### src/rtl/assert_macros.svh
// Assertion macros shared by the RTL of the sample front end.
// No dependencies; expects clk_i and rst_ni in the including module.
`ifndef ASSERT_MACROS_SVH
`define ASSERT_MACROS_SVH

`ifndef SYNTHESIS

// Property must hold at every clock edge outside reset
`define SSDC_ASSERT(lbl, prop, msg) \
  lbl: assert property (@(posedge clk_i) disable iff (!rst_ni) (prop)) else $error(msg);

// Condition must never be seen outside reset
`define SSDC_ASSERT_NEVER(lbl, cond, msg) \
  lbl: assert property (@(posedge clk_i) disable iff (!rst_ni) !(cond)) else $error(msg);

`else

`define SSDC_ASSERT(lbl, prop, msg)
`define SSDC_ASSERT_NEVER(lbl, cond, msg)

`endif

`endif

### src/rtl/ssdc_pkg.sv
// Shared types, constants and the level-table lookup of the sample front end.
// No dependencies.
package ssdc_pkg;

  localparam int unsigned SAMPLE_W  = 16;
  localparam int unsigned MAG_W     = 15;
  localparam int unsigned BIN_W     = 10;
  localparam int unsigned CODE_W    = 9;
  localparam int unsigned DIFF_W    = 10;
  localparam int unsigned TOTAL_W   = 32;
  localparam int unsigned HIST_BINS = 1 << BIN_W;

  localparam int unsigned IN_TDATA_W  = 32;
  localparam int unsigned OUT_TDATA_W = 120;

  // Item kinds carried in tuser
  localparam logic KIND_SAMPLE   = 1'b0;
  localparam logic KIND_BIN_READ = 1'b1;

  // level(i) = 31 + 64*i + floor((64*i + 511) / 1022)
  localparam logic [MAG_W-1:0]  LEVEL_BASE = 15'd31;
  localparam logic [15:0]       ROUND_BIAS = 16'd511;
  localparam logic [15:0]       ROUND_DIV  = 16'd1022;
  localparam logic [DIFF_W-1:0] DIFF_ZERO  = 10'd511;

  typedef struct packed {
    logic hit;
    logic [CODE_W-1:0] code;
  } level_match_t;

  // Item after the sample stage, on its way to the histogram stage
  typedef struct packed {
    logic               kind;
    logic               sign_flip;
    logic [CODE_W-1:0]  level_code;
    logic               matched;
    logic [DIFF_W-1:0]  diff_code;
    logic               diff_valid;
    logic [BIN_W-1:0]   hist_addr;
    logic [TOTAL_W-1:0] change_total;
    logic [TOTAL_W-1:0] sample_total;
  } item_t;

  // Finished result
  typedef struct packed {
    logic               sign_flip;
    logic [CODE_W-1:0]  level_code;
    logic               matched;
    logic [DIFF_W-1:0]  diff_code;
    logic               diff_valid;
    logic [TOTAL_W-1:0] bin_count;
    logic [TOTAL_W-1:0] change_total;
    logic [TOTAL_W-1:0] sample_total;
  } result_t;

  // Reverse lookup in the level table. Since the rounding term stays below 64,
  // the candidate index is the offset magnitude over 64 and the low six bits
  // must equal the rounding term of that index.
  function automatic level_match_t level_lookup(input logic [MAG_W-1:0] mag);
    logic [MAG_W-1:0]  ofs;
    logic [CODE_W-1:0] idx;
    logic [5:0]        frac;
    logic [15:0]       num;
    logic [5:0]        q0;
    logic [15:0]       rem;
    logic [5:0]        rnd;
    level_match_t      res;
    ofs  = mag - LEVEL_BASE;
    idx  = ofs[14:6];
    frac = ofs[5:0];
    num  = {1'b0, idx, 6'b0} + ROUND_BIAS;
    // num / 1024 is the quotient or one short of it
    q0   = num[15:10];
    rem  = num - 16'(q0 * ROUND_DIV);
    rnd  = (rem >= ROUND_DIV) ? q0 + 6'd1 : q0;
    res.hit  = (mag >= LEVEL_BASE) && (rnd == frac);
    res.code = res.hit ? idx : '0;
    return res;
  endfunction

endpackage

### src/rtl/ssdc_sample_stage.sv
// Input register, sign tracking, level lookup, code difference and totals.
// Depends on ssdc_pkg.
module ssdc_sample_stage import ssdc_pkg::*; #(
  parameter int unsigned COUNT_WIDTH = 32
) (
  input  logic                clk_i,
  input  logic                rst_ni,
  input  logic                enable_i,
  input  logic                in_valid_i,
  output logic                in_ready_o,
  input  logic                in_kind_i,
  input  logic [SAMPLE_W-1:0] in_raw_i,
  input  logic [BIN_W-1:0]    in_bin_i,
  output logic                item_valid_o,
  output item_t               item_o,
  input  logic                item_ready_i
);

  logic                   s1_valid_q;
  logic                   s1_kind_q;
  logic [SAMPLE_W-1:0]    s1_raw_q;
  logic [BIN_W-1:0]       s1_bin_q;

  logic                   last_pos_q, last_pos_d;
  logic [CODE_W-1:0]      prev_code_q;
  logic                   have_prev_q;
  logic [COUNT_WIDTH-1:0] change_cnt_q, change_cnt_d;
  logic [COUNT_WIDTH-1:0] sample_cnt_q, sample_cnt_d;

  logic                   in_fire, s1_fire;
  logic                   is_sample, is_neg, is_pos, sign_flip;
  logic [MAG_W-1:0]       mag;
  level_match_t           match;
  logic [CODE_W-1:0]      code;
  logic [DIFF_W-1:0]      diff;
  logic                   diff_valid;

  assign in_ready_o   = enable_i && (!s1_valid_q || item_ready_i);
  assign in_fire      = in_valid_i && in_ready_o;
  assign s1_fire      = s1_valid_q && item_ready_i;
  assign item_valid_o = s1_valid_q;

  // Input register
  always_ff @(posedge clk_i or negedge rst_ni) begin
    if (!rst_ni) begin
      s1_valid_q <= 1'b0;
    end else if (in_fire) begin
      s1_valid_q <= 1'b1;
    end else if (s1_fire) begin
      s1_valid_q <= 1'b0;
    end
  end

  always_ff @(posedge clk_i) begin
    if (in_fire) begin
      s1_kind_q <= in_kind_i;
      s1_raw_q  <= in_raw_i;
      s1_bin_q  <= in_bin_i;
    end
  end

  // Sign tracking; zero counts as neither sign
  assign is_sample = (s1_kind_q == KIND_SAMPLE);
  assign is_neg    = !s1_raw_q[SAMPLE_W-1];
  assign is_pos    = s1_raw_q[SAMPLE_W-1] && (|s1_raw_q[MAG_W-1:0]);
  assign sign_flip = is_sample && ((is_neg && last_pos_q) || (is_pos && !last_pos_q));

  always_comb begin
    last_pos_d = last_pos_q;
    if (is_sample && is_neg) begin
      last_pos_d = 1'b0;
    end else if (is_sample && is_pos) begin
      last_pos_d = 1'b1;
    end
  end

  // Fold to magnitude: 32767 - raw below mid, raw - 32768 otherwise
  assign mag   = s1_raw_q[SAMPLE_W-1] ? s1_raw_q[MAG_W-1:0] : ~s1_raw_q[MAG_W-1:0];
  assign match = level_lookup(mag);
  assign code  = is_sample ? match.code : '0;

  // Code difference, offset so it stays non-negative
  assign diff       = DIFF_W'(code) + DIFF_ZERO - DIFF_W'(prev_code_q);
  assign diff_valid = is_sample && have_prev_q;

  // Saturating totals
  assign change_cnt_d = (sign_flip && (change_cnt_q != '1)) ?
                        change_cnt_q + COUNT_WIDTH'(1) : change_cnt_q;
  assign sample_cnt_d = (is_sample && (sample_cnt_q != '1)) ?
                        sample_cnt_q + COUNT_WIDTH'(1) : sample_cnt_q;

  always_ff @(posedge clk_i or negedge rst_ni) begin
    if (!rst_ni) begin
      last_pos_q   <= 1'b1;
      prev_code_q  <= '0;
      have_prev_q  <= 1'b0;
      change_cnt_q <= '0;
      sample_cnt_q <= '0;
    end else if (s1_fire) begin
      last_pos_q   <= last_pos_d;
      change_cnt_q <= change_cnt_d;
      sample_cnt_q <= sample_cnt_d;
      if (is_sample) begin
        prev_code_q <= code;
        have_prev_q <= 1'b1;
      end
    end
  end

  // Item toward the histogram stage
  always_comb begin
    item_o.kind         = s1_kind_q;
    item_o.sign_flip    = sign_flip;
    item_o.level_code   = code;
    item_o.matched      = is_sample && match.hit;
    item_o.diff_code    = diff_valid ? diff : '0;
    item_o.diff_valid   = diff_valid;
    item_o.hist_addr    = is_sample ? diff : s1_bin_q;
    item_o.change_total = TOTAL_W'(change_cnt_d);
    item_o.sample_total = TOTAL_W'(sample_cnt_d);
  end

endmodule

### config.mk
export PLATFORM = sky130hd
export DESIGN_NAME = ssdc_sample_stage
export DESIGN_NICKNAME = d
export VERILOG_FILES = /design/src/rtl/assert_macros.svh /design/src/rtl/ssdc_pkg.sv /design/src/rtl/ssdc_sample_stage.sv
export SDC_FILE = /design/constraint.sdc
export NUM_CORES = 1
export LEC_CHECK = 0
export BUFFER_PORTS_ARGS = -buffer_cell sky130_fd_sc_hd__buf_2
export CORE_UTILIZATION = 63
export CTS_CLUSTER_SIZE = 16
export DETAILED_ROUTE_END_ITERATION = 8
export HOLD_SLACK_MARGIN = 0.1
export PLACE_DENSITY_LB_ADDON = 0.08
export SYNTH_ARGS = -nofsm -noshare
export SYNTH_HDL_FRONTEND = slang
export SYNTH_SLANG_ARGS = --single-unit
export TNS_END_PERCENT = 20
### constraint.sdc
create_clock -name clk_i -period 28.1 [get_ports clk_i]
set_input_delay 4.215 -clock clk_i [delete_from_list [all_inputs] [get_ports clk_i]]
set_output_delay 4.215 -clock clk_i [all_outputs]
set_load 0.05 [all_outputs]
==> implementation parameters, run 1 <==
Parameter                              Value

Synth
  Yosys warning total ... 0
  Syn nets ... approximately 1.0k
  Most common cell in the netlist ... sky130_fd_sc_hd__xnor2_1
  Predominant post-synthesis flop cell ... sky130_fd_sc_hd__dfrtp_1
  Area fraction of the dominant cell type after synthesis ... about 23%
  Number of flops mapped to enable cells by yosys ... 27
  Library cell occupying the most area in the post-synthesis netlist ... sky130_fd_sc_hd__dfrtp_1
  Average size of a mapped cell ... between 9 and 10 µm²
  Synthesized cell area ... about 8300 µm²
  Total of flip-flops plus latches after synthesis ... approximately 100
  Leading cell types by count after synthesis ... 114 x sky130_fd_sc_hd__xnor2_1, 104 x sky130_fd_sc_hd__nand2_1, 79 x sky130_fd_sc_hd__nor2_1
  Count of cell types in the netlist ... 76
  Synth async-reset ratio ... ~74%
  Instance count of the mapped netlist ... 909
  Main area contributors after synthesis ... sky130_fd_sc_hd__dfrtp_1 23%, sky130_fd_sc_hd__xnor2_1 12%, sky130_fd_sc_hd__edfxtp_1 9.8%
  Sequential cell area fraction in the yosys report ... around 33%

Final layout
  Layout cell share with drive strength beyond 1 ... between 15 and 20%
  Number of filler instances in the final layout ... ~1.0k
  Layout Nets ... 1106
  Area Growth Syn to Fin ... 11.5%
  Area used by multi-input combinational logic ... just over 5000 µm²
  Register area ... 2710 µm²
  Final standard cell count with taps included and fillers excluded ... between 1k and 1.5k

Critical path
  Startpoint of the most critical register-to-register path ... s1_raw_q[15]$_DFFE_PP_
  Critical path launch point ... s1_raw_q[15]$_DFFE_PP_
  Stage delay of the slowest cell on the critical path ... about 0.70 ns
  Element type at the critical path start ... flop
  Worst Path Arrival ... between 10 and 15 ns
  Critical Path Slowest Stage Cell ... sky130_fd_sc_hd__a2111oi_0
  Critical path peak fanout ... 37
  Kind of critical path ... reg2out
  CP dominant cell by count ... sky130_fd_sc_hd__ha_1
  Nature of the critical path endpoint ... output port
  Worst EP required ... approximately 24 ns

Timing
  TNS Setup ... 0 ns
  Minimum clock period after layout ... approximately 17 ns
  Final number of setup-violating endpoints ... 0
  Rel. slew slack ... a little under a quarter
  Maximum clock skew at final layout ... 0.0122 ns
  Final hold violations ... 0
  Setup repair after global routing missed its margin ... no
  Final count of pins violating max slew ... 0
  Period Utilization, post-route ... between 60% and 70%
  Maximum clock frequency ... about 57 MHz
  Measured slew at the worst slew-check pin ... 1.16 ns

Placement
  RD Place Congestion ... 0.856
  Post-detailed-placement half-perimeter wirelength ... 13900 µm
  IO Port Bufs ... 130
  Inst Count DP ... 1171

Run status
  Outcome ... completed

Clock tree
  Worst-skew pair later-pin latency ... between 0.3 and 0.4 ns
  Count of H-tree levels built during CTS ... 3
  Number of resized instances in the post-cts repair step ... 0
  TritonCTS Buffers ... 9
  Clock tree root buffer cell ... sky130_fd_sc_hd__clkbuf_16
  Sinks on Clock Net ... 103
  Clock tree from TritonCTS ... yes
  Post-CTS setup buffers ... 0
  Total of hold buffers inserted after clock tree synthesis ... 0
  Max clock buf depth ... 2
  Clock transition at path regs ... around 0.07 ns

Power
  Power Dens Cells ... 106 nW/µm²
  Leakage power ... approximately 0.0044 µW
  Largest voltage drop on the vdd net ... 0.0970 mV

Floorplan
  Starting Density ... between 60% and 70%
  Chip Height ... ~120 µm
  I/O Pins ... 131
  Horizontal extent of the die ... between 100 and 150 µm
  Core Region ... about 13000 µm²
  Std cell rows ... roughly 40
  Die area ... between 10000 and 15000 µm²

GRT
  Largest net degree at the start of global routing ... 77
  Number of antenna violations at the first check in global routing ... 1
  Overflow left after global routing ... 0
  Global-route wire length before repair ... 30100 µm
  Overall fraction of global-route tracks in use ... between 20 and 30%
  Number of global-route vias before repair ... slightly above 6k

Drt
  Drt first-iter violations ... approximately 410
  Routed wire length ... roughly 19000 µm
  First drt pass iteration count ... 4
  Detail-routed net length per standard cell ... roughly 16 µm
  Residual DRC count ... 0
  Vias per inst ... around 5.6
  Post-route antenna net violation count ... 0
  Via total after detailed routing ... between 6k and 7k

Hold path
  Worst hold path class ... reg2reg
  Beginning of the worst hold path ... prev_code_q[0]$_DFFE_PN0P_

Job
  Max-capacitance violation count ... 0
final cells by class:
type	count	area share, %
Multi-Input combinational cell	710	55.4
Sequential cell	103	29.4
Timing Repair Buffer	133	7.32
Clock buffer	9	2.44
Tap cell	172	2.33
Inverter	53	2.16
Clock inverter	7	0.908
Antenna cell	1	0.0271
critical path: cells and delay by family (launching register included):
kind | cells | cell delay [ns]
AO/OA/AOI/OAI | 18 | 3.98
adder cells (fa/ha/maj) | 9 | 3.60
XOR/XNOR | 7 | 1.73
AND/OR/NAND/NOR | 10 | 1.72
buffers and inverters | 6 | 1.06
multiplexers | 2 | 0.49
flip-flops | 1 | 0.32
sequential cells by signal, summed over array words and instances, names as in the netlist:
name and flops:
change_cnt_q 32, sample_cnt_q 32, s1_raw_q 16, s1_bin_q 10, prev_code_q 9, have_prev_q 1
item_valid_o 1, last_pos_q 1, s1_kind_q 1
through the flow:
stage          total power, µW  setup slack [ns]  util (%)  hold WS, ns  cell area, µm²
2_1_floorplan              715             10.83         -        0.436            8280
3_3_place_gp               828             11.52      70.1        0.452            8920
3_5_place_dp               835             11.14      70.1        0.462            8920
4_1_cts                    975             10.67      72.5        0.487            9230
5_1_grt                   1060              9.42      72.5        0.500            9230
6_report                   978             10.62      72.6        0.484            9230
final timing paths:
path                                           endpoint  slack (ns)  depth (start not counted)
max                                          item_o[72]       10.62                         52
min reg2reg                  prev_code_q[0]$_DFFE_PN0P_        0.48                          2
min                          prev_code_q[0]$_DFFE_PN0P_        0.48                          2
max reg2reg                  prev_code_q[5]$_DFFE_PN0P_       17.26                         40
max in group asynchronous  sample_cnt_q[23]$_DFFE_PN0P_       23.46                          1
min in group asynchronous   change_cnt_q[7]$_DFFE_PN0P_        3.99                          1
report_power, final:
| part | switching [µW] | total, µW | internal [µW] |
|---|---|---|---|
| Clock | 65.9 | 130 | 63.9 |
| Sequential | 11.4 | 173 | 162 |
| Combinational | 395 | 675 | 280 |
| Total | 472 | 978 | 505 |
logic make-up after synthesis:
group,synth area share [%]
multiplexers,1.22
AND/OR/NAND/NOR,20.3
buffers and inverters,5.43
AO/OA/AOI/OAI,9.54
adder cells (fa/ha/maj),11.0
XOR/XNOR,19.7
flip-flops,32.8
cells in the final DEF (no fill, tap or decap), types with 23 or more instances in the layout:
master,count
sky130_fd_sc_hd__a21oi_1,31
sky130_fd_sc_hd__buf_2,129
sky130_fd_sc_hd__dfrtp_1,75
sky130_fd_sc_hd__edfxtp_1,27
sky130_fd_sc_hd__ha_1,49
sky130_fd_sc_hd__inv_1,52
sky130_fd_sc_hd__nand2_1,104
sky130_fd_sc_hd__nand3_1,45
sky130_fd_sc_hd__nor2_1,79
sky130_fd_sc_hd__o21ai_0,23
sky130_fd_sc_hd__xnor2_1,114
sky130_fd_sc_hd__xor2_1,62
layer usage:
metal	up-vias	GRT usage, %	wire, µm
li1	3293	-	-
met1	3114	37.3	8450
met2	162	47.5	8810
met3	30	7.16	984
met4	0	9.28	438
met5	-	0	0
Power figures use the tool's default switching activity.
==> run 2, diff against run 1 <==
--- a/config.mk
+++ b/config.mk
@@ -6,7 +6,7 @@
 export NUM_CORES = 1
 export LEC_CHECK = 0
 export BUFFER_PORTS_ARGS = -buffer_cell sky130_fd_sc_hd__buf_2
-export CORE_UTILIZATION = 63
+export CORE_UTILIZATION = 53
 export CTS_CLUSTER_SIZE = 16
 export DETAILED_ROUTE_END_ITERATION = 8
 export HOLD_SLACK_MARGIN = 0.1
==> constraint.sdc (replaced) <==
create_clock -name clk_i -period 15.4 [get_ports clk_i]
set_input_delay 2.31 -clock clk_i [delete_from_list [all_inputs] [get_ports clk_i]]
set_output_delay 2.31 -clock clk_i [all_outputs]
set_load 0.05 [all_outputs]
==> implementation parameters, run 2 (synthesized netlist as in run 1, its figures left out) <==
Parameter                              Value

Run status
  Outcome ... completed (unchanged)

Power
  Leakage power ... 0.00439 µW (was 0.00437 µW)
  Largest voltage drop on the vdd net ... 0.135 mV (was 0.0970 mV)
  Power Dens Cells ... 194 nW/µm² (was 106 nW/µm²)
  Total chip power ... 1810 µW (was 978 µW)

Timing
  Rel. slew slack ... 23.5% (was 22.8%)
  Measured slew at the worst slew-check pin ... 1.15 ns (was 1.16 ns)
  Maximum clock skew at final layout ... 0.0133 ns (was 0.0122 ns)
  Final hold violations ... 0 (unchanged)
  Final number of setup-violating endpoints ... 0 (unchanged)
  Maximum clock frequency ... 68.9 MHz
  Period Utilization, post-route ... approximately 94%
  Final hold slack ... 0.478 ns (was 0.484 ns)
  Minimum clock period after layout ... roughly 15 ns
  Final count of pins violating max slew ... 0 (unchanged)
  Worst setup margin ... 0.890 ns (was 10.62 ns)

Clock tree
  Sinks on Clock Net ... 103 (unchanged)
  Count of H-tree levels built during CTS ... 3 (unchanged)
  Clock transition at path regs ... 0.07 ns (about the same)
  Clock tree root buffer cell ... sky130_fd_sc_hd__clkbuf_16 (unchanged)
  Max clock buf depth ... 2 (unchanged)
  Worst-skew pair later-pin latency ... 0.36 ns (about the same)
  Clock tree from TritonCTS ... yes (unchanged)
  TritonCTS Buffers ... 9 (unchanged)

GRT
  Number of global-route vias before repair ... 6218 (was 6205)
  Number of antenna violations at the first check in global routing ... 1 (unchanged)
  Largest net degree at the start of global routing ... 77 (unchanged)
  Overflow left after global routing ... 0 (unchanged)
  Global-route wire length before repair ... 31400 µm (was 30100 µm)
  Overall fraction of global-route tracks in use ... 24.8% (was 28.8%)

Critical path
  Critical path peak fanout ... 36 (was 37)
  Kind of critical path ... reg2out (unchanged)
  Critical Path Slowest Stage Cell ... sky130_fd_sc_hd__fa_2 (was sky130_fd_sc_hd__a2111oi_0)
  Worst setup slack for register-to-register paths ... 5.39 ns (was 17.26 ns)
  End point of the critical path ... item_o[72] (unchanged)
  Stage delay of the slowest cell on the critical path ... 0.56 ns (was 0.70 ns)
  Path depth of the worst reg2reg path ... 41 (was 40)
  Startpoint of the most critical register-to-register path ... s1_raw_q[15]$_DFFE_PP_ (unchanged)
  Worst EP required ... 13.09 ns (was 23.89 ns)
  Reg2Reg Capture Point ... prev_code_q[7]$_DFFE_PN0P_ (was prev_code_q[5]$_DFFE_PN0P_)
  Worst Path Arrival ... 12.20 ns (was 13.27 ns)
  Nature of the critical path endpoint ... output port (unchanged)
  Element type at the critical path start ... flop (unchanged)
  Critical path launch point ... s1_raw_q[15]$_DFFE_PP_ (unchanged)

Placement
  Placed instance area ... 8950 µm² (was 8920 µm²)
  RD Place Congestion ... 0.875 (was 0.856)
  Post-detailed-placement half-perimeter wirelength ... 14400 µm (was 13900 µm)
  Worst slack, placed ... 0.820 ns (was 11.14 ns)
  IO Port Bufs ... 130 (unchanged)

Drt
  Residual DRC count ... 0 (unchanged)
  First drt pass iteration count ... 4 (unchanged)
  Vias per inst ... 5.42 (was 5.55)
  Routed wire length ... 19000 µm (was 18700 µm)
  Drt first-iter violations ... 411 (was 406)
  Detail-routed net length per standard cell ... 15.7 µm (about the same)
  Post-route antenna net violation count ... 0 (unchanged)
  Via total after detailed routing ... 6549 (was 6599)

Hold path
  Hold depth ... 1 (was 2)
  Worst hold path class ... reg2reg (unchanged)

Final layout
  Most common library cell in the layout ignoring fill and taps ... sky130_fd_sc_hd__buf_2 (unchanged)
  Area used by multi-input combinational logic ... 5130 µm² (was 5120 µm²)
  Layout cell share with drive strength beyond 1 ... 18.7% (was 17.9%)
  Layout Nets ... 1111 (was 1106)
  Core utilization of the finished layout ... 61.2% (was 72.6%)
  Register area ... 2710 µm² (unchanged)
  Number of filler instances in the final layout ... 1395 (was 1047)
  Cell area after layout ... 9300 µm² (was 9230 µm²)
  Area Growth Syn to Fin ... 12.4% (was 11.5%)
  Commonest non-fill, non-tap cells in the layout ... 129 x sky130_fd_sc_hd__buf_2, 114 x sky130_fd_sc_hd__xnor2_1, 104 x sky130_fd_sc_hd__nand2_1 (unchanged)
  Antenna Cells ... 0 (was 1)
  Largest regs ... change_cnt_q: 32 flops, sample_cnt_q: 32 flops, s1_raw_q: 16 flops (unchanged)

Floorplan
  Starting Density ... 54.5% (was 65.1%)
  Chip Height ... 127 µm (was 117 µm)
  Std cell rows ... 45 (was 41)
  Core Region ... 15200 µm² (was 12700 µm²)
  Horizontal extent of the die ... 127 µm (was 117 µm)
  I/O Pins ... 131 (unchanged)
  Die area ... 16100 µm² (was 13600 µm²)

Job
  Max-capacitance violation count ... 0 (unchanged)
## run 2: cell count changes in the layout (fill, tap and decap cells not counted), sizes merged
cell	delta
clkinvlp	+1
inv	-1
buf	+5
clkbuf	+1
diode	-1
clkinv	-1
## run 2: worst min-delay path by stage
stage	from	end	slack [ns]
after floorplan	have_prev_q$_DFFE_PN0P_	have_prev_q$_DFFE_PN0P_	0.44
after global placement	have_prev_q$_DFFE_PN0P_	have_prev_q$_DFFE_PN0P_	0.45
after detailed placement	have_prev_q$_DFFE_PN0P_	have_prev_q$_DFFE_PN0P_	0.46
after CTS	have_prev_q$_DFFE_PN0P_	have_prev_q$_DFFE_PN0P_	0.48
after global routing	have_prev_q$_DFFE_PN0P_	have_prev_q$_DFFE_PN0P_	0.51
final	have_prev_q$_DFFE_PN0P_	have_prev_q$_DFFE_PN0P_	0.48
## run 2: metal layers
layer / vias to the layer above / global-route usage [%] / wire [µm]
met5: - / 0 / 13
met4: 2 / 6.37 / 344
li1: 3283 / - / -
met1: 3086 / 34.9 / 8990
met2: 154 / 38.1 / 8510
met3: 24 / 6.20 / 1090
## run 2: repair_timing
action                                 4_1_cts  5_1_grt
endpoints found under the hold margin        0        0
setup buffers                                0        3
hold buffers                                 0        0
setup endpoints to repair                    0        9
gates resized for setup                      0        6
## run 2: worst max-delay path, delay by kind of cell, from the launching register on
family	cells	cell delay (ns)
buffers and inverters	6	0.87
adders and majority gates	9	3.47
xor gates and xnor gates	7	1.19
DFF	1	0.42
and+or+nand+nor	10	1.71
AOI/OAI and AO/OA	18	3.58
muxes	2	0.56
## run 2: where the power goes
part	switching, µW	internal [µW]
sequential	21.5	295
combinational	731	526
clock	116	119
## run 2: final cells by class
type	count	share of cell area [%]
multi-input cells	710	55.2
flip-flops and latches	103	29.2
repair buffers	138	7.71
clock buffers	10	2.57
well taps	188	2.53
inverters	53	2.14
clock inverters	6	0.713
## run 2: metrics by stage
stage / setup TNS [ns] / std cells
final: 0 / 1208
after floorplan: 0 / 909
after global routing: -0.0292 / 1208
after CTS: 0 / 1205
after global placement: 0 / 1189
after detailed placement: 0 / 1189
==> run 3, diff against run 2 <==
--- a/config.mk
+++ b/config.mk
@@ -14,4 +14,3 @@
 export SYNTH_ARGS = -nofsm -noshare
 export SYNTH_HDL_FRONTEND = slang
 export SYNTH_SLANG_ARGS = --single-unit
-export TNS_END_PERCENT = 20
==> constraint.sdc (replaced) <==
create_clock -name clk_i -period 12.2 [get_ports clk_i]
set_input_delay 1.83 -clock clk_i [delete_from_list [all_inputs] [get_ports clk_i]]
set_output_delay 1.83 -clock clk_i [all_outputs]
set_load 0.05 [all_outputs]
==> implementation parameters, run 3 (synthesized netlist as in run 1, its figures left out) <==
Parameter                              Value

Timing
  Final count of pins violating max slew ... 0 (unchanged)
  Period Utilization, post-route ... 101%
  Final hold violations ... 0 (unchanged)
  Maximum clock skew at final layout ... 0.00700 ns (was 0.0133 ns)
  Maximum clock frequency ... a little over 80 MHz
  Worst setup margin ... -0.0765 ns (was 0.890 ns)
  TNS Setup ... -0.140 ns (was 0 ns)
  Final number of setup-violating endpoints ... 2 (was 0)
  Measured slew at the worst slew-check pin ... 1.11 ns (was 1.15 ns)
  Setup repair after global routing missed its margin ... yes
  Rel. slew slack ... 26.1% (was 23.5%)
  Minimum clock period after layout ... approximately 12 ns

Final layout
  Layout Nets ... 1173 (was 1111)
  Final standard cell count with taps included and fillers excluded ... 1271 (was 1208)
  Layout cell share with drive strength beyond 1 ... 30.1% (was 18.7%)
  Commonest non-fill, non-tap cells in the layout ... 117 x sky130_fd_sc_hd__buf_2, 104 x sky130_fd_sc_hd__xnor2_1, 103 x sky130_fd_sc_hd__nand2_1 (was 129 x sky130_fd_sc_hd__buf_2, 114 x sky130_fd_sc_hd__xnor2_1, 104 x sky130_fd_sc_hd__nand2_1)
  Number of filler instances in the final layout ... 1263 (was 1395)
  Area Growth Syn to Fin ... 26.7% (was 12.4%)
  Most common library cell in the layout ignoring fill and taps ... sky130_fd_sc_hd__buf_2 (unchanged)
  Largest regs ... change_cnt_q: 32 flops, sample_cnt_q: 32 flops, s1_raw_q: 16 flops (unchanged)
  Register area ... 2710 µm² (unchanged)
  Area used by multi-input combinational logic ... 5660 µm² (was 5130 µm²)

Drt
  Drt first-iter violations ... 273 (was 411)
  First drt pass iteration count ... 4 (unchanged)
  Post-route antenna net violation count ... 0 (unchanged)
  Residual DRC count ... 0 (unchanged)
  Routed wire length ... 19100 µm (was 19000 µm)
  Detail-routed net length per standard cell ... 15.1 µm (was 15.7 µm)
  Vias per inst ... 5.36 (was 5.42)
  Via total after detailed routing ... 6813 (was 6549)

Placement
  Post-detailed-placement half-perimeter wirelength ... 14100 µm (was 14400 µm)
  RD Place Congestion ... 0.871 (was 0.875)
  Inst Count DP ... 1218 (was 1189)
  Worst slack, placed ... -0.0882 ns (was 0.820 ns)
  IO Port Bufs ... 130 (unchanged)

Critical path
  Kind of critical path ... reg2out (unchanged)
  Element type at the critical path start ... flop (unchanged)
  Worst EP required ... 10.37 ns (was 13.09 ns)
  Critical path peak fanout ... 7 (was 36)
  CP dominant cell by count ... sky130_fd_sc_hd__a21oi_2
  Path depth of the worst reg2reg path ... 40 (was 41)
  Reg2Reg Capture Point ... prev_code_q[6]$_DFFE_PN0P_ (was prev_code_q[7]$_DFFE_PN0P_)
  Worst Path Arrival ... 10.45 ns (was 12.20 ns)
  Stage delay of the slowest cell on the critical path ... 0.56 ns (about the same)
  Worst setup slack for register-to-register paths ... 3.51 ns (was 5.39 ns)
  Startpoint of the most critical register-to-register path ... s1_raw_q[15]$_DFFE_PP_ (unchanged)
  Nature of the critical path endpoint ... output port (unchanged)
  Critical Path Slowest Stage Cell ... sky130_fd_sc_hd__fa_1 (was sky130_fd_sc_hd__fa_2)

Power
  Total chip power ... 2700 µW (was 1810 µW)
  Leakage power ... 0.00489 µW (was 0.00439 µW)
  Largest voltage drop on the vdd net ... 0.293 mV (was 0.135 mV)
  Power Dens Cells ... 257 nW/µm² (was 194 nW/µm²)

GRT
  Global-route wire length before repair ... 31800 µm (was 31400 µm)
  Number of global-route vias before repair ... 6625 (was 6218)
  Overall fraction of global-route tracks in use ... 24.5% (was 24.8%)
  Number of antenna violations at the first check in global routing ... 1 (unchanged)
  Overflow left after global routing ... 0 (unchanged)
  Largest net degree at the start of global routing ... 77 (unchanged)

Clock tree
  Max clock buf depth ... 2 (unchanged)
  Sinks on Clock Net ... 103 (unchanged)
  Clock tree from TritonCTS ... yes (unchanged)
  Worst-skew pair later-pin latency ... 0.35 ns (was 0.36 ns)
  Count of H-tree levels built during CTS ... 3 (unchanged)
  Clock tree root buffer cell ... sky130_fd_sc_hd__clkbuf_16 (unchanged)
  Total of hold buffers inserted after clock tree synthesis ... 0 (unchanged)
  TritonCTS Buffers ... 9 (unchanged)
  Clock transition at path regs ... 0.07 ns (about the same)

Hold path
  Worst hold path class ... reg2reg (unchanged)
  Capture endpoint of the worst hold path ... prev_code_q[7]$_DFFE_PN0P_ (was have_prev_q$_DFFE_PN0P_)
  Beginning of the worst hold path ... prev_code_q[7]$_DFFE_PN0P_ (was have_prev_q$_DFFE_PN0P_)
  Hold depth ... 2 (was 1)

Job
  Max-capacitance violation count ... 0 (unchanged)

Floorplan
  Die area ... 16100 µm² (unchanged)
  Core Region ... 15200 µm² (unchanged)
  Std cell rows ... 45 (unchanged)
  I/O Pins ... 131 (unchanged)
  Horizontal extent of the die ... 127 µm (unchanged)
  Chip Height ... 127 µm (unchanged)
  Starting Density ... 54.5% (unchanged)

Run status
  Outcome ... finished with violations (was completed)
  Violated checks ... negative setup slack
run 3: layout make-up:
cell class                      instances  share of cell area (%)
Multi-Input combinational cell        710                    53.9
Sequential cell                       103                    25.9
Timing Repair Buffer                  200                    12.4
Tap cell                              188                    2.24
Clock buffer                            9                    2.15
Inverter                               53                    1.90
Clock inverter                          7                    1.51
Antenna cell                            1                  0.0238
run 3: how the worst max path moves through the flow:
| stage | to | start | cells past startpoint |
|---|---|---|---|
| after floorplan | item_o[72] | s1_raw_q[15]$_DFFE_PP_ | 56 |
| after global placement | item_o[72] | s1_raw_q[15]$_DFFE_PP_ | 51 |
| after detailed placement | item_o[72] | s1_raw_q[15]$_DFFE_PP_ | 51 |
| after CTS | item_o[72] | s1_raw_q[15]$_DFFE_PP_ | 49 |
| after global routing | item_o[72] | s1_raw_q[15]$_DFFE_PP_ | 49 |
| final | item_o[72] | s1_raw_q[15]$_DFFE_PP_ | 50 |
run 3: repair_timing:
action	in CTS	in global routing
gates resized for setup	26	57
hold endpoints to repair	0	0
buffers inserted	22	13
endpoints found under the setup margin	10	14
cloned	1	0
pin swaps	32	48
run 3: critical path, delay by kind of cell (launching register included):
| kind | cells | cell delay (ns) |
|---|---|---|
| adders and majority gates | 7 | 2.72 |
| buffers and inverters | 7 | 0.76 |
| xor gates and xnor gates | 6 | 1.26 |
| DFF | 1 | 0.45 |
| AOI/OAI and AO/OA | 19 | 3.20 |
| muxes | 1 | 0.30 |
| and+or+nand+nor | 10 | 1.41 |
run 3: per-stage QoR:
step,hold slack (ns),utilization [%],cell area (µm²)
3_5_place_dp,0.469,62.4,9480
5_1_grt,0.498,69.0,10500
6_report,0.486,69.0,10500
4_1_cts,0.485,66.9,10200
3_3_place_gp,0.452,62.4,9480
2_1_floorplan,0.436,-,8620
run 3: per-layer routing:
layer	track usage, %	wire length, µm	vias to the layer above
li1	-	-	3407
met1	30.8	8610	3259
met2	42.9	9390	124
met3	4.90	838	21
met4	6.86	269	2
met5	0	16	-
run 3: power by group:
group | internal [µW] | switching (µW) | total, µW
clock network | 241 | 128 | 369
logic | 893 | 1040 | 1930
registers | 373 | 26.3 | 399
